`config.mk`:
```
export PLATFORM = sky130hd
export DESIGN_NAME = bmhq_ctrl
export DESIGN_NICKNAME = d
export VERILOG_FILES = /design/src/design/bmhq_pkg.sv /design/src/design/bmhq_ctrl.sv
export SDC_FILE = /design/constraint.sdc
export NUM_CORES = 1
export LEC_CHECK = 0
export BUFFER_PORTS_ARGS = -buffer_cell sky130_fd_sc_hd__buf_4
export CAP_MARGIN = 10
export CORE_MARGIN = 2
export CORE_UTILIZATION = 55
export DETAILED_ROUTE_END_ITERATION = 10
export PLACE_DENSITY = 0.8
export SLEW_MARGIN = 20
export SYNTH_ARGS = -nofsm -noshare
export SYNTH_HDL_FRONTEND = slang
export SYNTH_SLANG_ARGS = --single-unit
export TNS_END_PERCENT = 5
```
`constraint.sdc`:
```
create_clock -name clk_i -period 4.4 [get_ports clk_i]
set_input_delay 0.88 -clock clk_i [delete_from_list [all_inputs] [get_ports clk_i]]
set_output_delay 0.88 -clock clk_i [all_outputs]
set_load 0.005 [all_outputs]
```
`src/design/bmhq_pkg.sv`:
```
// Package for the binary min-heap queue core: field widths, codes, shared types.
// No dependencies; bmhq_dp, bmhq_ctrl and the top level import it, bmhq_ram does not.
`timescale 1ns / 1ps
package bmhq_pkg;

  localparam int CAPACITY = 64;
  localparam int ROW_W    = 10;
  localparam int KEY_W    = 31;
  localparam int POS_W    = 6;
  localparam int CNT_W    = 7;
  localparam int ENTRY_W  = 2 * ROW_W + KEY_W;

  localparam logic [1:0] CMD_INSERT = 2'd0;
  localparam logic [1:0] CMD_REMOVE = 2'd1;
  localparam logic [1:0] CMD_FIND   = 2'd2;
  localparam logic [1:0] CMD_UPDATE = 2'd3;

  localparam logic [1:0] STS_OK        = 2'd0;
  localparam logic [1:0] STS_FULL      = 2'd1;
  localparam logic [1:0] STS_EMPTY     = 2'd2;
  localparam logic [1:0] STS_NOT_FOUND = 2'd3;

  typedef struct packed {
    logic [KEY_W-1:0] key;
    logic [ROW_W-1:0] col;
    logic [ROW_W-1:0] row;
  } entry_t;

  typedef enum logic [4:0] {
    OP_NONE,
    OP_LATCH,
    OP_START_INS,
    OP_RD_ROOT,
    OP_RD_POS,
    OP_RD_PARENT,
    OP_UP_MOVE,
    OP_WR_ITEM,
    OP_RM_ROOT,
    OP_RM_LAST,
    OP_RD_LEFT,
    OP_LATCH_L,
    OP_PICK_R,
    OP_DN_MOVE,
    OP_FIND_NEXT,
    OP_FIND_HIT,
    OP_UPD_LD,
    OP_FINISH
  } dp_op_e;

  typedef struct packed {
    dp_op_e     op;
    logic [1:0] status;
  } dp_cmd_t;

  typedef struct packed {
    logic [1:0] cmd;
    logic       full;
    logic       empty;
    logic       pos_ok;
    logic       up_root;
    logic       up_move;
    logic       dn_has_l;
    logic       dn_has_r;
    logic       dn_move;
    logic       find_hit;
    logic       find_last;
  } dp_sts_t;

endpackage

```
`src/design/bmhq_ctrl.sv`:
```
// Controller of the heap queue: sequences insert, remove, find and update on the datapath.
// Depends on bmhq_pkg.
`timescale 1ns / 1ps
module bmhq_ctrl
  import bmhq_pkg::*;
(
  input  logic    clk_i,
  input  logic    rst_ni,
  input  logic    in_valid_i,
  output logic    in_ready_o,
  output logic    out_valid_o,
  input  logic    out_ready_i,
  input  dp_sts_t sts_i,
  output dp_cmd_t cmd_o
);

  typedef enum logic [3:0] {
    S_IDLE,
    S_DISPATCH,
    S_UP_RD,
    S_UP_CMP,
    S_RM_ROOT,
    S_RM_LAST,
    S_DN_RD,
    S_DN_L,
    S_DN_R,
    S_DN_CMP,
    S_FIND_CMP,
    S_UPD_LD,
    S_FINISH
  } state_e;

  state_e     state_q, state_d;
  logic [1:0] sts_q, sts_d;
  logic       valid_q, valid_d;
  dp_op_e     op;

  always_comb begin
    state_d = state_q;
    sts_d   = sts_q;
    valid_d = valid_q && !out_ready_i;
    op      = OP_NONE;
    unique case (state_q)
      S_IDLE: begin
        if (in_valid_i) begin
          op      = OP_LATCH;
          sts_d   = STS_OK;
          state_d = S_DISPATCH;
        end
      end
      S_DISPATCH: begin
        unique case (sts_i.cmd)
          CMD_INSERT: begin
            if (sts_i.full) begin
              sts_d   = STS_FULL;
              state_d = S_FINISH;
            end else begin
              op      = OP_START_INS;
              state_d = S_UP_RD;
            end
          end
          CMD_REMOVE: begin
            if (sts_i.empty) begin
              sts_d   = STS_EMPTY;
              state_d = S_FINISH;
            end else begin
              op      = OP_RD_ROOT;
              state_d = S_RM_ROOT;
            end
          end
          CMD_FIND: begin
            if (sts_i.empty) begin
              sts_d   = STS_NOT_FOUND;
              state_d = S_FINISH;
            end else begin
              op      = OP_RD_ROOT;
              state_d = S_FIND_CMP;
            end
          end
          default: begin
            if (!sts_i.pos_ok) begin
              sts_d   = STS_NOT_FOUND;
              state_d = S_FINISH;
            end else begin
              op      = OP_RD_POS;
              state_d = S_UPD_LD;
            end
          end
        endcase
      end
      S_UP_RD: begin
        if (sts_i.up_root) begin
          op      = OP_WR_ITEM;
          state_d = S_FINISH;
        end else begin
          op      = OP_RD_PARENT;
          state_d = S_UP_CMP;
        end
      end
      S_UP_CMP: begin
        if (sts_i.up_move) begin
          op      = OP_UP_MOVE;
          state_d = S_UP_RD;
        end else begin
          op      = OP_WR_ITEM;
          state_d = S_FINISH;
        end
      end
      S_RM_ROOT: begin
        op      = OP_RM_ROOT;
        state_d = S_RM_LAST;
      end
      S_RM_LAST: begin
        op      = OP_RM_LAST;
        state_d = S_DN_RD;
      end
      S_DN_RD: begin
        if (sts_i.dn_has_l) begin
          op      = OP_RD_LEFT;
          state_d = S_DN_L;
        end else begin
          op      = OP_WR_ITEM;
          state_d = S_FINISH;
        end
      end
      S_DN_L: begin
        op      = OP_LATCH_L;
        state_d = sts_i.dn_has_r ? S_DN_R : S_DN_CMP;
      end
      S_DN_R: begin
        op      = OP_PICK_R;
        state_d = S_DN_CMP;
      end
      S_DN_CMP: begin
        if (sts_i.dn_move) begin
          op      = OP_DN_MOVE;
          state_d = S_DN_RD;
        end else begin
          op      = OP_WR_ITEM;
          state_d = S_FINISH;
        end
      end
      S_FIND_CMP: begin
        if (sts_i.find_hit) begin
          op      = OP_FIND_HIT;
          state_d = S_FINISH;
        end else if (sts_i.find_last) begin
          sts_d   = STS_NOT_FOUND;
          state_d = S_FINISH;
        end else begin
          op = OP_FIND_NEXT;
        end
      end
      S_UPD_LD: begin
        op      = OP_UPD_LD;
        state_d = S_UP_RD;
      end
      S_FINISH: begin
        if (!valid_q || out_ready_i) begin
          op      = OP_FINISH;
          valid_d = 1'b1;
          state_d = S_IDLE;
        end
      end
      default: state_d = S_IDLE;
    endcase
  end

  always_ff @(posedge clk_i or negedge rst_ni) begin
    if (!rst_ni) begin
      state_q <= S_IDLE;
      sts_q   <= STS_OK;
      valid_q <= 1'b0;
    end else begin
      state_q <= state_d;
      sts_q   <= sts_d;
      valid_q <= valid_d;
    end
  end

  assign in_ready_o   = state_q == S_IDLE;
  assign out_valid_o  = valid_q;
  assign cmd_o.op     = op;
  assign cmd_o.status = sts_q;

endmodule

```
==> impl_metrics.ini, run 1 <==
[setup_path]
cp_max_fo = 3
cp_data_required_time_ns = 3.52
cp_top_family = compound AO/OA/AOI/OAI gates
critical_path_buf_inv_count = 3
start_kind = input port
r2r-end = sts_q[0]
reg2reg_depth = 4
crit_end = cmd_o[2]
crit_path_end_kind = output port
crit_chain = buf_4, inv_1, ha_1, nor2b_1, o21ai_0, a21oi_1, a211o_1, buf_4
r2r_start = state_q[2]
crit_top_cell = buf_4
cpMaxStageDelayCell = a211o_1
reg2reg_slack_ns = 2.40
crit_type = in2out
crit_cells = 8
cp_slowest_stage_delay_ns = 0.29
startpoint = sts_i[11]
cp_data_arrival_time_ns = 2.12

[power_and_ir_drop]
peakVddDrop_uv = 343
p_per_area_nw_per_um2 = 608
leakagePower_nw = 0.512

[logic_synthesis]
synth_edf_count = 0
yosysWarnings = 0
synth.avg_cell_area_um2 = 7.25
ys.flop_type = dfrtp_1
async_flop_share_pct = 100
synth_cell_types = 41
synth.ff_latch_count = 7
syn-num-nets = 147
syn_area_um2 = 913
synthesis.instances = 126
seq_area_frac_synth_pct = 19.2

[finish]
final_common_cell = buf_4
stdcell_count = 160
layout_common_cells = 24 x buf_4, 13 x a21oi_1, 10 x o21ai_0
nets = 166
drive_gt1_share_pct = 21.5
diodes = 0
area_growth_pct = 19.7

[place]
placed_cells = 156
dp_hpwl_um = 1820
place.port_buffers = 24
place_congestion = 0.938

[floorplanning]
die_area_um2 = 2000
pin_count = 25
start_util_pct = 59.9
die_x_um = 44.8
fp.coreArea_um2 = 1520
fp-row-count = 14
die_y_um = 44.8

[sta]
rsz0062_at_grt = false
setup_tns_ns = 0
max_freq_mhz = 333
setup_violations = 0
drv_slew = 0
worstMarginPinSlew_ns = 0.697
finClkSkew_ns = 0.00319
hold_violations = 0
relSlewSlack_pct = 53.5
min_period_ns = 3.00
finalCritPeriodShare_pct = 68.1

[drt]
drt-total-wl_um = 2360
drc_errors = 0
vias_per_cell = 6.39
first_iter_violations = 44
antenna_left = 0
num_vias = 1023
wl_per_cell_um = 14.8
drtPass1Iterations = 4

[global_routing]
met2_usage_pct = 41.4
grt_pass1_vias = 897
grt_usage_pct = 26.6
antenna_found_initial = 0
grt_max_degree = 27
met1_usage_pct = 38.6
busiest_layer = met2
grtUsageMet3_pct = 1.20
grt_pass1_wl_um = 4030
gr-total-overflow = 0

[clock_tree]
cts_tree = yes
clock_path_buffers = 2
cts_resized = 0
insertion_delay_ns = 0.24
clock_sinks = 7
path_clk_slew_ns = 0.05
cts_setup_buffers = 0
cts_buffers = 3
hold_buffers = 0
cts_max_level = 1
root_buffer = clkbuf_4

[run_status]
outcome = finished, final reports clean

[hold_path]
hp-class = in2async

[flow_run]
maxCapViolations = 0
[where the power goes]
group | switching (W) | total [W] | internal [W]
logic | 0.000192 | 0.000416 | 0.000225
clock network | 0.0000211 | 0.0000555 | 0.0000344
registers | 0.0000983 | 0.000192 | 0.0000942
[final cells by class]
cell class	instances	area, µm²
Sequential cell	7	175
Timing Repair Buffer	24	180
Clock buffer	4	26.3
Tap cell	16	20.0
Multi-Input combinational cell	103	669
Inverter	6	22.5
Fill cell	132	430
[registers in the layout, indices dropped and copies added (netlist names)]
| signal | cells |
|---|---|
| state_q | 4 |
| sts_q | 2 |
| out_valid_o | 1 |
[layer usage]
layer,part of all wire [%],routed length [µm]
met3,7.3,173
met5,0,0
met4,0.85,20
met2,47,1120
met1,45,1050
[worst min-delay path by stage]
stage / endpoint / slack [ns] / depth (start not counted)
floorplan: sts_q[0] / 0.51 / 1
global placement: sts_q[0] / 0.50 / 1
detailed placement: sts_q[1] / 0.51 / 1
CTS: sts_q[0] / 0.43 / 1
global route: sts_q[0] / 0.42 / 1
finish: sts_q[0] / 0.43 / 1
[per-stage QoR]
stage               utilization, %  cell area (µm²)  hold slack, ns  setup WS, ns  power (W)
finish                        71.8             1090           0.435          1.40   0.000664
global route                  71.8             1090           0.419          1.29   0.000731
global placement              70.0             1070           0.502          1.42   0.000596
CTS                           71.8             1090           0.430          1.40   0.000664
floorplan                        -              913           0.505          1.73   0.000474
detailed placement            70.0             1070           0.514          1.40   0.000605
[synthesized netlist by cell type, drive strengths merged (3+ instances only)]
cell	instances	share of area [%]
a21oi	13	7.1
o21ai	10	5.5
nor2	9	3.7
nand2	8	3.3
dfrtp	7	19
buf	6	3.4
inv	6	2.5
nor2b	6	4.1
nor3	6	3.3
ha	5	6.8
nand2b	5	3.4
clkbuf	4	1.6
nand3b	3	2.5
nand4	3	2.1
[kinds of logic after synthesis]
family          after synthesis  share of synthesized area (%)
compound gates               43                           31.5
xor+xnor                      1                          0.959
flops                         7                           19.2
fa+ha+maj                     5                           6.85
buf+inv                      16                           7.53
simple gates                 52                           31.8
mux                           2                           2.19
[worst reg2reg max path, delay by kind of cell (launching register included)]
kind | cells | cell delay [ns]
flip-flops | 1 | 0.63
AND/OR/NAND/NOR | 2 | 0.83
AO/OA/AOI/OAI | 2 | 0.43
(Power assumes the default switching activity.)
==> run 2: changes to the inputs <==
--- a/config.mk
+++ b/config.mk
@@ -5,12 +5,13 @@
 export SDC_FILE = /design/constraint.sdc
 export NUM_CORES = 1
 export LEC_CHECK = 0
+export ABC_AREA = 1
 export BUFFER_PORTS_ARGS = -buffer_cell sky130_fd_sc_hd__buf_4
 export CAP_MARGIN = 10
 export CORE_MARGIN = 2
-export CORE_UTILIZATION = 55
+export CORE_UTILIZATION = 46
 export DETAILED_ROUTE_END_ITERATION = 10
-export PLACE_DENSITY = 0.8
+export PLACE_DENSITY = 0.72
 export SLEW_MARGIN = 20
 export SYNTH_ARGS = -nofsm -noshare
 export SYNTH_HDL_FRONTEND = slang
==> constraint.sdc (replaced) <==
create_clock -name clk_i -period 2.6 [get_ports clk_i]
set_input_delay 0.52 -clock clk_i [delete_from_list [all_inputs] [get_ports clk_i]]
set_output_delay 0.52 -clock clk_i [all_outputs]
set_load 0.005 [all_outputs]
==> impl_metrics.ini, run 2 <==
[finish]
largest_register = state_q
nets = 212
finalCoreUtilization_pct = 64.0
drive_gt1_share_pct = 18.4
area_growth_pct = 27.0
diodes = 0
layout_common_cells = 56 x nand2_1, 31 x nor2_1, 25 x buf_4
final_common_cell = nand2_1
stdcell_count = 215
largest_reg_flops = 4

[drt]
antenna_left = 0
wl_per_cell_um = 11.5
drc_errors = 0
vias_per_cell = 5.13
drt-total-wl_um = 2470
num_vias = 1103
first_iter_violations = 39
drtPass1Iterations = 4

[logic_synthesis]
synthesis.instances = 162
async_flop_share_pct = 100
yosys.area.top_type = nand2_1
synth.avg_cell_area_um2 = 5.48
synthTopCellsByArea = nand2_1 24%, dfrtp_1 20%, nor2_1 13%, inv_1 8.5%, nand3_1 7.9%
synth_cell_types = 19
yosysWarnings = 0
yosys-top-cells-count = 56 x nand2_1, 31 x nor2_1, 20 x inv_1
seq_area_frac_synth_pct = 19.7
synth_top_area_share_pct = 23.7
syn_area_um2 = 888
syn-num-nets = 183
yosysMostFrequentCell = nand2_1
ys.flop_type = dfrtp_1
synth_edf_count = 0
synth.ff_latch_count = 7

[setup_path]
crit_path_end_kind = output port
cp_max_fo = 6
cp_data_required_time_ns = 2.08
reg2reg_depth = 7
cp_data_arrival_time_ns = 1.77
start_kind = flip-flop
r2r-end = state_q[0]
reg2reg_slack_ns = 1.09
r2r_start = state_q[1]
crit_type = reg2out

[floorplanning]
die_area_um2 = 2300
start_util_pct = 50.4
die_x_um = 47.9
die_y_um = 47.9
fp-row-count = 15
pin_count = 25
fp.coreArea_um2 = 1760

[power_and_ir_drop]
peakVddDrop_uv = 496
leakagePower_nw = 0.681
p_per_area_nw_per_um2 = 904

[global_routing]
grt_pass1_wl_um = 3880
antenna_found_initial = 0
grt_max_degree = 12
grt_pass1_vias = 949
gr-total-overflow = 0
grt_usage_pct = 24.3

[sta]
worstMarginPinSlew_ns = 0.342
min_period_ns = 2.29
finClkSkew_ns = 0.00281
setup_violations = 0
max_freq_mhz = 436
worst_slack_ns = 0.309
drv_slew = 0
relSlewSlack_pct = 77.1
finalCritPeriodShare_pct = 88.1
setup_tns_ns = 0
hold_ws_ns = 0.0640
rsz0062_at_grt = false
hold_violations = 0

[run_status]
outcome = finished, final reports clean

[clock_tree]
cts_setup_buffers = 0
insertion_delay_ns = 0.25
cts_max_level = 1
cts_buffers = 3
path_clk_slew_ns = 0.05
cts_resized = 0
root_buffer = clkbuf_4
hold_buffers = 0
clock_path_buffers = 2
cts_tree = yes
clock_sinks = 7

[place]
place.port_buffers = 24
pre_cts_ws_ns = 0.511
place_congestion = 0.909
placed_cells = 211
dp_hpwl_um = 2060

[flow_run]
maxCapViolations = 0

[hold_path]
hp-class = in2async
## run 2: changes by cell type in the layout (fill, tap and decap cells not counted), sizes merged, moves of 4 or more
cell	change
nand3	+13
nor3	-4
inv	+16
nor2	+26
nor2b	-6
a21oi	-13
nand2	+49
nand2b	-5
## run 2: how the worst max path moves through the flow
stage	slack (ns)	from	depth (start not counted)	endpoint
floorplan	0.87	sts_i[11]	8	cmd_o[3]
global placement	0.60	sts_i[11]	10	cmd_o[3]
detailed placement	0.51	sts_i[11]	10	cmd_o[3]
CTS	0.32	state_q[1]	8	cmd_o[3]
global route	0.07	state_q[1]	8	cmd_o[3]
finish	0.31	state_q[1]	8	cmd_o[3]
## run 2: cell families after synthesis
family                     after synthesis  synth area share, %
and+or+nand+nor                        116                 56.5
buffers and inverters                   23                 9.86
AOI/OAI and AO/OA                       11                 6.90
DFF                                      7                 19.7
adders and majority gates                5                 7.04
## run 2: worst max-delay path: stages, from the launching register on
cell and delay, ns:
dfrtp_1 0.44, inv_2 0.14, nand2_1 0.08, nor2_1 0.30
nand2_1 0.12, o21ai_0 0.18, nand2_1 0.07, nand3b_1 0.08
buf_4 0.11
## run 2: report_power, final
group	switching [W]	leakage [nW]	internal, W
clock network	0.0000402	0.0150	0.0000586
logic	0.000413	0.574	0.000296
registers	0.0000548	0.0913	0.000158
## run 2: metal layers
layer  part of all wire (%)  wire length [µm]  global-route usage (%)
met5                      0                 0                       0
met1                     42              1030                    30.3
met2                     49              1220                    41.1
met3                    8.5               210                    5.66
met4                   0.36                 9                    7.57
## run 2: metrics by stage
stage	power, W	instance area (µm²)
CTS	0.00102	1130
global route	0.00113	1130
global placement	0.000911	1100
finish	0.00102	1130
floorplan	0.000646	888
detailed placement	0.000916	1100
## run 2: final cells by class
cell class / instances / area (µm²)
tap: 25 / 31.3
clock buffer: 4 / 26.3
multi-input combinational: 132 / 626
sequential: 7 / 175
fill: 199 / 636
inverter: 22 / 82.6
timing repair buffer: 25 / 188
